==> src/sv/sctl_pkg.sv <==
// Shared types and constants for the sector cache tag and replacement engine.
// Used by sctl_way_select and sector_cache_tag_lru; no dependencies.
package sctl_pkg;

    localparam int NUM_WAYS = 4;
    localparam int NUM_SETS = 8;
    localparam int AGE_BITS = 32;

    localparam int WAY_BITS = $clog2(NUM_WAYS);
    localparam int SET_BITS = $clog2(NUM_SETS);

    localparam int SECTOR_BITS  = 32;
    localparam int CFG_IDX_BITS = 1;
    localparam int CFG_DATA_BITS = 2;

    // Configuration register indexes
    localparam logic [CFG_IDX_BITS-1:0] CFG_DRIVE_READY_MASK = 1'd0;
    localparam logic [CFG_IDX_BITS-1:0] CFG_CACHE_ENABLED    = 1'd1;

    // Response status codes
    localparam logic [1:0] STATUS_OK        = 2'd0;
    localparam logic [1:0] STATUS_NOT_READY = 2'd1;
    localparam logic [1:0] STATUS_ERROR     = 2'd2;

    typedef logic [AGE_BITS-1:0]    age_t;
    typedef logic [SECTOR_BITS-1:0] sector_t;
    typedef logic [WAY_BITS-1:0]    way_t;
    typedef logic [SET_BITS-1:0]    set_t;

    typedef logic [NUM_WAYS-1:0]                  way_bits_t;
    typedef logic [NUM_WAYS-1:0][AGE_BITS-1:0]    way_ages_t;
    typedef logic [NUM_WAYS-1:0][SECTOR_BITS-1:0] way_sectors_t;

    typedef struct packed {
        logic    drive;
        sector_t sector_number;
        logic    bypass;
        logic    fill_ok;
    } req_t;

    typedef struct packed {
        logic [1:0] status;
        logic       hit;
        way_t       way_used;
        logic       replaced_valid;
    } rsp_t;

    typedef struct packed {
        logic hit;
        way_t hit_way;
        way_t victim;
        logic victim_valid;
    } lookup_t;

endpackage

==> src/sv/sector_cache_tag_lru.sv <==
// Top level of the sector cache tag and replacement engine.
// Depends on sctl_pkg and sctl_way_select.
//
// Takes one read request per cycle while the response side does not stall,
// and returns exactly one response per request. A request is registered,
// then the tag row of its set is read, compared and aged, and the response
// and the updated tags, ages and age counter are written at the same clock
// edge, so a request that follows at once sees everything the previous one
// changed. Sustained rate is one request per clock without response stalls,
// set by the set read, four-way compare and age minimum between the request
// and response registers. The configuration port is always ready; write it
// only while no request is in flight.
module sector_cache_tag_lru (
    input  logic                                 clk,
    input  logic                                 rst_n,
    input  logic                                 req_valid,
    output logic                                 req_stall,
    input  sctl_pkg::req_t                       req,
    output logic                                 rsp_valid,
    input  logic                                 rsp_stall,
    output sctl_pkg::rsp_t                       rsp,
    input  logic                                 cfg_valid,
    output logic                                 cfg_ready,
    input  logic [sctl_pkg::CFG_IDX_BITS-1:0]    cfg_index,
    input  logic [sctl_pkg::CFG_DATA_BITS-1:0]   cfg_data
);
    import sctl_pkg::*;

    // Configuration
    logic [1:0] drive_ready_mask_reg;
    logic       cache_enabled_reg;

    // Request and response stages
    req_t req_reg;
    logic req_valid_reg;
    rsp_t rsp_reg;
    rsp_t rsp_next;
    logic rsp_valid_reg;

    // Tag store, one row per set
    way_bits_t    entry_valid_reg  [NUM_SETS];
    way_bits_t    entry_drive_reg  [NUM_SETS];
    way_sectors_t entry_sector_reg [NUM_SETS];
    way_ages_t    entry_age_reg    [NUM_SETS];
    age_t         age_counter_reg;
    age_t         age_next;

    set_t    set_idx;
    lookup_t lookup;
    logic    rsp_free;
    logic    process;
    logic    update;
    way_t    upd_way;

    assign cfg_ready = 1'b1;
    assign rsp_free  = !rsp_valid_reg || !rsp_stall;
    assign process   = req_valid_reg && rsp_free;
    assign req_stall = req_valid_reg && !rsp_free;
    assign rsp_valid = rsp_valid_reg;
    assign rsp       = rsp_reg;

    assign set_idx  = req_reg.sector_number[SET_BITS-1:0];
    assign age_next = age_counter_reg + age_t'(1);

    sctl_way_select u_way_select (
        .valid         (entry_valid_reg[set_idx]),
        .drives        (entry_drive_reg[set_idx]),
        .sectors       (entry_sector_reg[set_idx]),
        .ages          (entry_age_reg[set_idx]),
        .drive         (req_reg.drive),
        .sector_number (req_reg.sector_number),
        .lookup        (lookup)
    );

    always_comb
    begin
        rsp_next = '0;
        update   = 1'b0;
        upd_way  = lookup.hit ? lookup.hit_way : lookup.victim;
        if (!drive_ready_mask_reg[req_reg.drive])
        begin
            rsp_next.status = STATUS_NOT_READY;
        end
        else if (req_reg.bypass)
        begin
            rsp_next.status = req_reg.fill_ok ? STATUS_OK : STATUS_ERROR;
        end
        else if (!cache_enabled_reg)
        begin
            rsp_next.status = STATUS_ERROR;
        end
        else if (lookup.hit)
        begin
            rsp_next.status   = STATUS_OK;
            rsp_next.hit      = 1'b1;
            rsp_next.way_used = lookup.hit_way;
            update            = 1'b1;
        end
        else if (req_reg.fill_ok)
        begin
            rsp_next.status         = STATUS_OK;
            rsp_next.way_used       = lookup.victim;
            rsp_next.replaced_valid = lookup.victim_valid;
            update                  = 1'b1;
        end
        else
        begin
            rsp_next.status   = STATUS_ERROR;
            rsp_next.way_used = lookup.victim;
        end
    end

    always_ff @(posedge clk or negedge rst_n)
    begin
        if (!rst_n)
        begin
            drive_ready_mask_reg <= '0;
            cache_enabled_reg    <= 1'b0;
        end
        else if (cfg_valid && cfg_ready)
        begin
            case (cfg_index)
                CFG_DRIVE_READY_MASK: drive_ready_mask_reg <= cfg_data[1:0];
                CFG_CACHE_ENABLED:    cache_enabled_reg    <= cfg_data[0];
                default:              ;
            endcase
        end
    end

    // Request stage: load on every transaction, drop when processed
    always_ff @(posedge clk or negedge rst_n)
    begin
        if (!rst_n)
        begin
            req_valid_reg <= 1'b0;
        end
        else if (req_valid && !req_stall)
        begin
            req_valid_reg <= 1'b1;
        end
        else if (process)
        begin
            req_valid_reg <= 1'b0;
        end
    end

    always_ff @(posedge clk)
    begin
        if (req_valid && !req_stall)
        begin
            req_reg <= req;
        end
    end

    // Response stage
    always_ff @(posedge clk or negedge rst_n)
    begin
        if (!rst_n)
        begin
            rsp_valid_reg <= 1'b0;
        end
        else if (rsp_free)
        begin
            rsp_valid_reg <= process;
        end
    end

    always_ff @(posedge clk)
    begin
        if (process)
        begin
            rsp_reg <= rsp_next;
        end
    end

    // Valid bits, ages and age counter
    always_ff @(posedge clk or negedge rst_n)
    begin
        if (!rst_n)
        begin
            for (int s = 0; s < NUM_SETS; s++)
            begin
                entry_valid_reg[s] <= '0;
                entry_age_reg[s]   <= '0;
            end
            age_counter_reg <= '0;
        end
        else if (process && update)
        begin
            entry_valid_reg[set_idx][upd_way] <= 1'b1;
            entry_age_reg[set_idx][upd_way]   <= age_next;
            age_counter_reg                   <= age_next;
        end
    end

    // Tags change only on a fill
    always_ff @(posedge clk)
    begin
        if (process && update && !lookup.hit)
        begin
            entry_drive_reg[set_idx][upd_way]  <= req_reg.drive;
            entry_sector_reg[set_idx][upd_way] <= req_reg.sector_number;
        end
    end

endmodule

==> src/sv/sctl_way_select.sv <==
// Tag compare and victim choice over one set of the sector cache.
// Depends on sctl_pkg for row types and the lookup result struct.
module sctl_way_select (
    input  sctl_pkg::way_bits_t    valid,
    input  sctl_pkg::way_bits_t    drives,
    input  sctl_pkg::way_sectors_t sectors,
    input  sctl_pkg::way_ages_t    ages,
    input  logic                   drive,
    input  sctl_pkg::sector_t      sector_number,
    output sctl_pkg::lookup_t      lookup
);
    import sctl_pkg::*;

    logic hit;
    way_t hit_way;
    way_t victim;
    age_t min_age;
    logic found;

    // Priority to the lowest matching way
    always_comb
    begin
        hit     = 1'b0;
        hit_way = '0;
        for (int w = NUM_WAYS - 1; w >= 0; w--)
        begin
            if (valid[w] && (drives[w] == drive) && (sectors[w] == sector_number))
            begin
                hit     = 1'b1;
                hit_way = WAY_BITS'(w);
            end
        end
    end

    // Take the first invalid way above way 0, else the oldest; ties keep the lower way
    always_comb
    begin
        victim  = '0;
        min_age = ages[0];
        found   = 1'b0;
        for (int w = 1; w < NUM_WAYS; w++)
        begin
            if (!found)
            begin
                if (!valid[w])
                begin
                    victim = WAY_BITS'(w);
                    found  = 1'b1;
                end
                else if (ages[w] < min_age)
                begin
                    min_age = ages[w];
                    victim  = WAY_BITS'(w);
                end
            end
        end
    end

    always_comb
    begin
        lookup.hit          = hit;
        lookup.hit_way      = hit_way;
        lookup.victim       = victim;
        lookup.victim_valid = valid[victim];
    end

endmodule

==> config.mk <==
export PLATFORM = sky130hd
export DESIGN_NAME = sector_cache_tag_lru
export DESIGN_NICKNAME = d
export VERILOG_FILES = /design/src/sv/sctl_pkg.sv /design/src/sv/sector_cache_tag_lru.sv /design/src/sv/sctl_way_select.sv
export SDC_FILE = /design/constraint.sdc
export NUM_CORES = 2
export LEC_CHECK = 0
export BUFFER_PORTS_ARGS = -buffer_cell sky130_fd_sc_hd__buf_2
export CAP_MARGIN = 0
export CORE_UTILIZATION = 40
export CTS_BUF_LIST = sky130_fd_sc_hd__clkbuf_4 sky130_fd_sc_hd__clkbuf_8
export DETAILED_ROUTE_END_ITERATION = 8
export PLACE_DENSITY = 0.54
export SYNTH_ARGS = -nofsm -noshare
export SYNTH_HDL_FRONTEND = slang
export SYNTH_HIERARCHICAL = 1
export SYNTH_SLANG_ARGS = --single-unit
==> constraint.sdc <==
create_clock -name clk -period 19 [get_ports clk]
set_input_delay 0.95 -clock clk [delete_from_list [all_inputs] [get_ports clk]]
set_output_delay 0.95 -clock clk [all_outputs]
set_load 0.1 [all_outputs]
==> out/metrics.csv <==
stage,metric,value,unit
place,Post-DP Area,97100,um2
floorplanning,Die Y,484,um
setup_path,sum of buffers and inverters on the critical path,6,
finish,fin nets,7194,
power,maximum VDD drop,0.0000576,V
clock_tree,cts bufs inserted,368,
timing,achievable frequency,0.0690,GHz
grt,antenna violations before repair,12,
setup_path,Crit path top cell by count,o21ai_0,
drt,Via Count,58000,
floorplanning,Initial Util,40.3,%
run_status,status,"complete, no violations",
clock_tree,"CTS clk-pin slew, worst paths",0.06,ns
setup_path,CP max FO,33,
worst_hold_path,Worst Hold Class,in -> reg,
yosys,post-synthesis xor/xnor area fraction,1.81,%
setup_path,worst path required time,19.67,ns
setup_path,CP arrival,15.16,ns
floorplanning,Die X-Extent,484,um
finish,share of cells above drive strength 1,21.6,%
floorplanning,Die Area,234000,um2
floorplanning,FP Rows,176,
yosys,syn avg cell area,13.4,um2
finish,"most common cell after layout, fill and taps aside",edfxtp_1,
clock_tree,Clock Latency Late Sink,1.08,ns
timing,total negative setup slack,0,ns
yosys,post-synthesis adder-cell area fraction,1.27,%
run,# Max-Cap Violations,0,
finish,post-layout instance area,105000,um2
grt,total grt overflow,0,
timing,Max Clock Skew,0.0691,ns
drt,First DRT Iteration DRCs,4773,
floorplanning,core area,230000,um2
grt,total track usage,23.4,%
timing,Slew Limit Fails,0,
floorplanning,I/O pin cnt,52,
drt,Routed wire per std cell,26.4,um
place,Post-DP HPWL,161000,um
timing,post-layout min period,14.49,ns
clock_tree,# clock sinks,2193,
setup_path,Crit path max-delay family,compound AO/OA/AOI/OAI gates,
yosys,Post-Syn Nets,7071,
grt,global-route wire length before repair,406000,um
finish,area grow syn2layout,12.7,%
yosys,Cells after Synth,6934,
drt,routed vias/inst,5.61,
yosys,distinct cell type count after synthesis,79,
yosys,area share of and/or/nand/nor cells after synthesis,6.95,%
place,RePlAce Congestion,0.897,
yosys,main combinational cell family by area after synthesis,multiplexers,
yosys,Post-synth EDFFs,1097,
clock_tree,H-tree Lvls,5,
finish,"commonest cells after routing, fill and taps aside","edfxtp_1, dfrtp_1, nand2_1",
yosys,post-synthesis cell area,92800,um2
drt,DRT Wirelength,274000,um
power,PwrDens,96.6,nW/um2
yosys,multiplexer area fraction after synthesis,12.4,%
clock_tree,Root Buffer,clkbuf_8,
yosys,synthesized flop and latch total,2193,
timing,RSZ-0062 raised after global routing,false,
drt,drt first pass iters,5,
power,leakage power figure,39.9,nW
yosys,Synth Area in Compound Gates,9.85,%
setup_path,slowest CP cell,nor2_4,
drt,residual DRC count,0,
clock_tree,Longest Clk Path Bufs,4,
yosys,"FFs w/ async S/R, synth",49.8,%
place,IO Port Bufs,50,
timing,relative slew slack,12.9,%
grt,number of global-route vias before repair,59600,
timing,final hold viol count,0,
setup_path,max incr delay on CP,1.04,ns
setup_path,kind of critical path,reg -> reg,
timing,worst-margin pin slew,1.31,ns
timing,final setup fails,0,
drt,Routed Antenna Nets,0,
yosys,register area share after synthesis,65.0,%
grt,largest net degree at the start of global routing,170,
clock_tree,CTS tree,yes,
yosys,"Top FF cell, synth",edfxtp_1,
timing,fin crit share,76.2,%
setup_path,crit end category,register,
setup_path,startpoint types,register,
yosys,YS warnings,6,
worst reg2reg max path: cells and delay by family, from the launching register on:
family	cells	cell delay, ns
AO/OA/AOI/OAI	18	6.06
AND/OR/NAND/NOR	7	3.89
buffers and inverters	6	1.95
adder cells (fa/ha/maj)	3	1.00
multiplexers	2	0.77
flip-flops	1	0.40
final cells by class:
type | instances | area (um2)
fillers | 20700 | 126000
flip-flops and latches | 2193 | 60400
multi-input cells | 4119 | 30700
clock buffers | 554 | 6790
well taps | 3026 | 3790
repair buffers | 290 | 2180
clock inverters | 74 | 398
inverters | 85 | 324
diodes | 10 | 25.0
repair_timing:
action	4_1_cts	5_1_grt
hold endpoints to repair	146	0
endpoints found under the setup margin	0	0
setup buffers	0	0
gates resized for setup	0	0
hold buffers	34	0
cell usage after synthesis (4+ instances only):
cell	number	area share (%)
mux4_2	298	7.2
ha_1	94	1.3
a22oi_1	88	0.71
nand4_2	9	0.12
and3_1	8	0.054
nor2_1	381	1.5
xnor2_1	126	1.2
o21ai_1	21	0.11
nand4_1	70	0.47
and2_1	5	0.034
dfrtp_1	1093	29
buf_4	4	0.032
o21ai_2	5	0.047
xor2_1	66	0.62
o221ai_1	23	0.22
nand3_1	43	0.23
mux2i_1	130	1.4
o21ai_0	857	4.6
a21oi_1	310	1.7
mux2_2	272	3.3
a221o_1	8	0.086
a211oi_1	9	0.073
buf_6	9	0.11
a221oi_1	129	1.2
a21o_1	4	0.032
buf_2	59	0.32
mux2_4	30	0.49
nor4_1	23	0.16
edfxtp_1	1097	35
nor3_1	21	0.11
or2_2	9	0.061
inv_1	83	0.34
nand2b_1	39	0.26
o22ai_1	39	0.26
clkbuf_1	417	1.7
nand2_1	893	3.6
a22o_1	11	0.10
or4_1	6	0.049
o2bb2ai_1	5	0.047
o21a_1	4	0.032
nor2b_1	4	0.027
and4_1	12	0.11
a222oi_1	22	0.24
buf_1	48	0.19
kinds of logic (layout without fill, tap and decap cells):
family,count (synthesis),count (layout)
AOI/OAI and AO/OA,1569,1569
adders and majority gates,94,94
DFF,2193,2193
xor gates and xnor gates,192,192
muxes,730,730
other,1,11
and+or+nand+nor,1533,1533
buffers and inverters,622,1003
metrics by stage:
step / utilization [%] / total power (W) / worst slack, ns / hold slack (ns) / std cells
finish: 45.4 / 0.0101 / 4.51 / 0.129 / 10400
floorplan: - / 0.00568 / 7.90 / 0.429 / 6934
CTS: 45.4 / 0.0102 / 4.63 / 0.0145 / 10300
global placement: 42.1 / 0.00601 / 4.62 / 0.446 / 9679
detailed placement: 42.1 / 0.00602 / 4.66 / 0.452 / 9679
global route: 45.4 / 0.0105 / 4.00 / 0.0461 / 10300
layer usage:
| metal | routed length (um) | vias up | global-route usage, % |
|---|---|---|---|
| li1 | - | 25900 | - |
| met1 | 119000 | 30000 | 31.6 |
| met2 | 131000 | 1670 | 38.3 |
| met3 | 14900 | 528 | 3.75 |
| met4 | 9210 | 8 | 8.27 |
| met5 | 46 | - | 0 |
final timing paths:
check                                    startpoint                      to  slack [ns]  cells after the start
max in group asynchronous                     rst_n     entry_age_reg[1021]       14.23                      6
worst min register to register  entry_valid_reg[15]     entry_valid_reg[15]        0.47                      1
worst min-delay path                      rsp_stall               rsp_valid        0.13                      2
worst max register to register           req_reg[4]  entry_sector_reg[1][9]        4.51                     36
min in group asynchronous                     rst_n      entry_age_reg[295]        0.60                      2
worst max-delay path                     req_reg[4]  entry_sector_reg[1][9]        4.51                     36
report_power, final:
group | internal [W] | switching, W
registers | 0.00505 | 0.0000305
clock network | 0.00229 | 0.00189
logic | 0.000300 | 0.000551
Power figures use the tool's default switching activity.
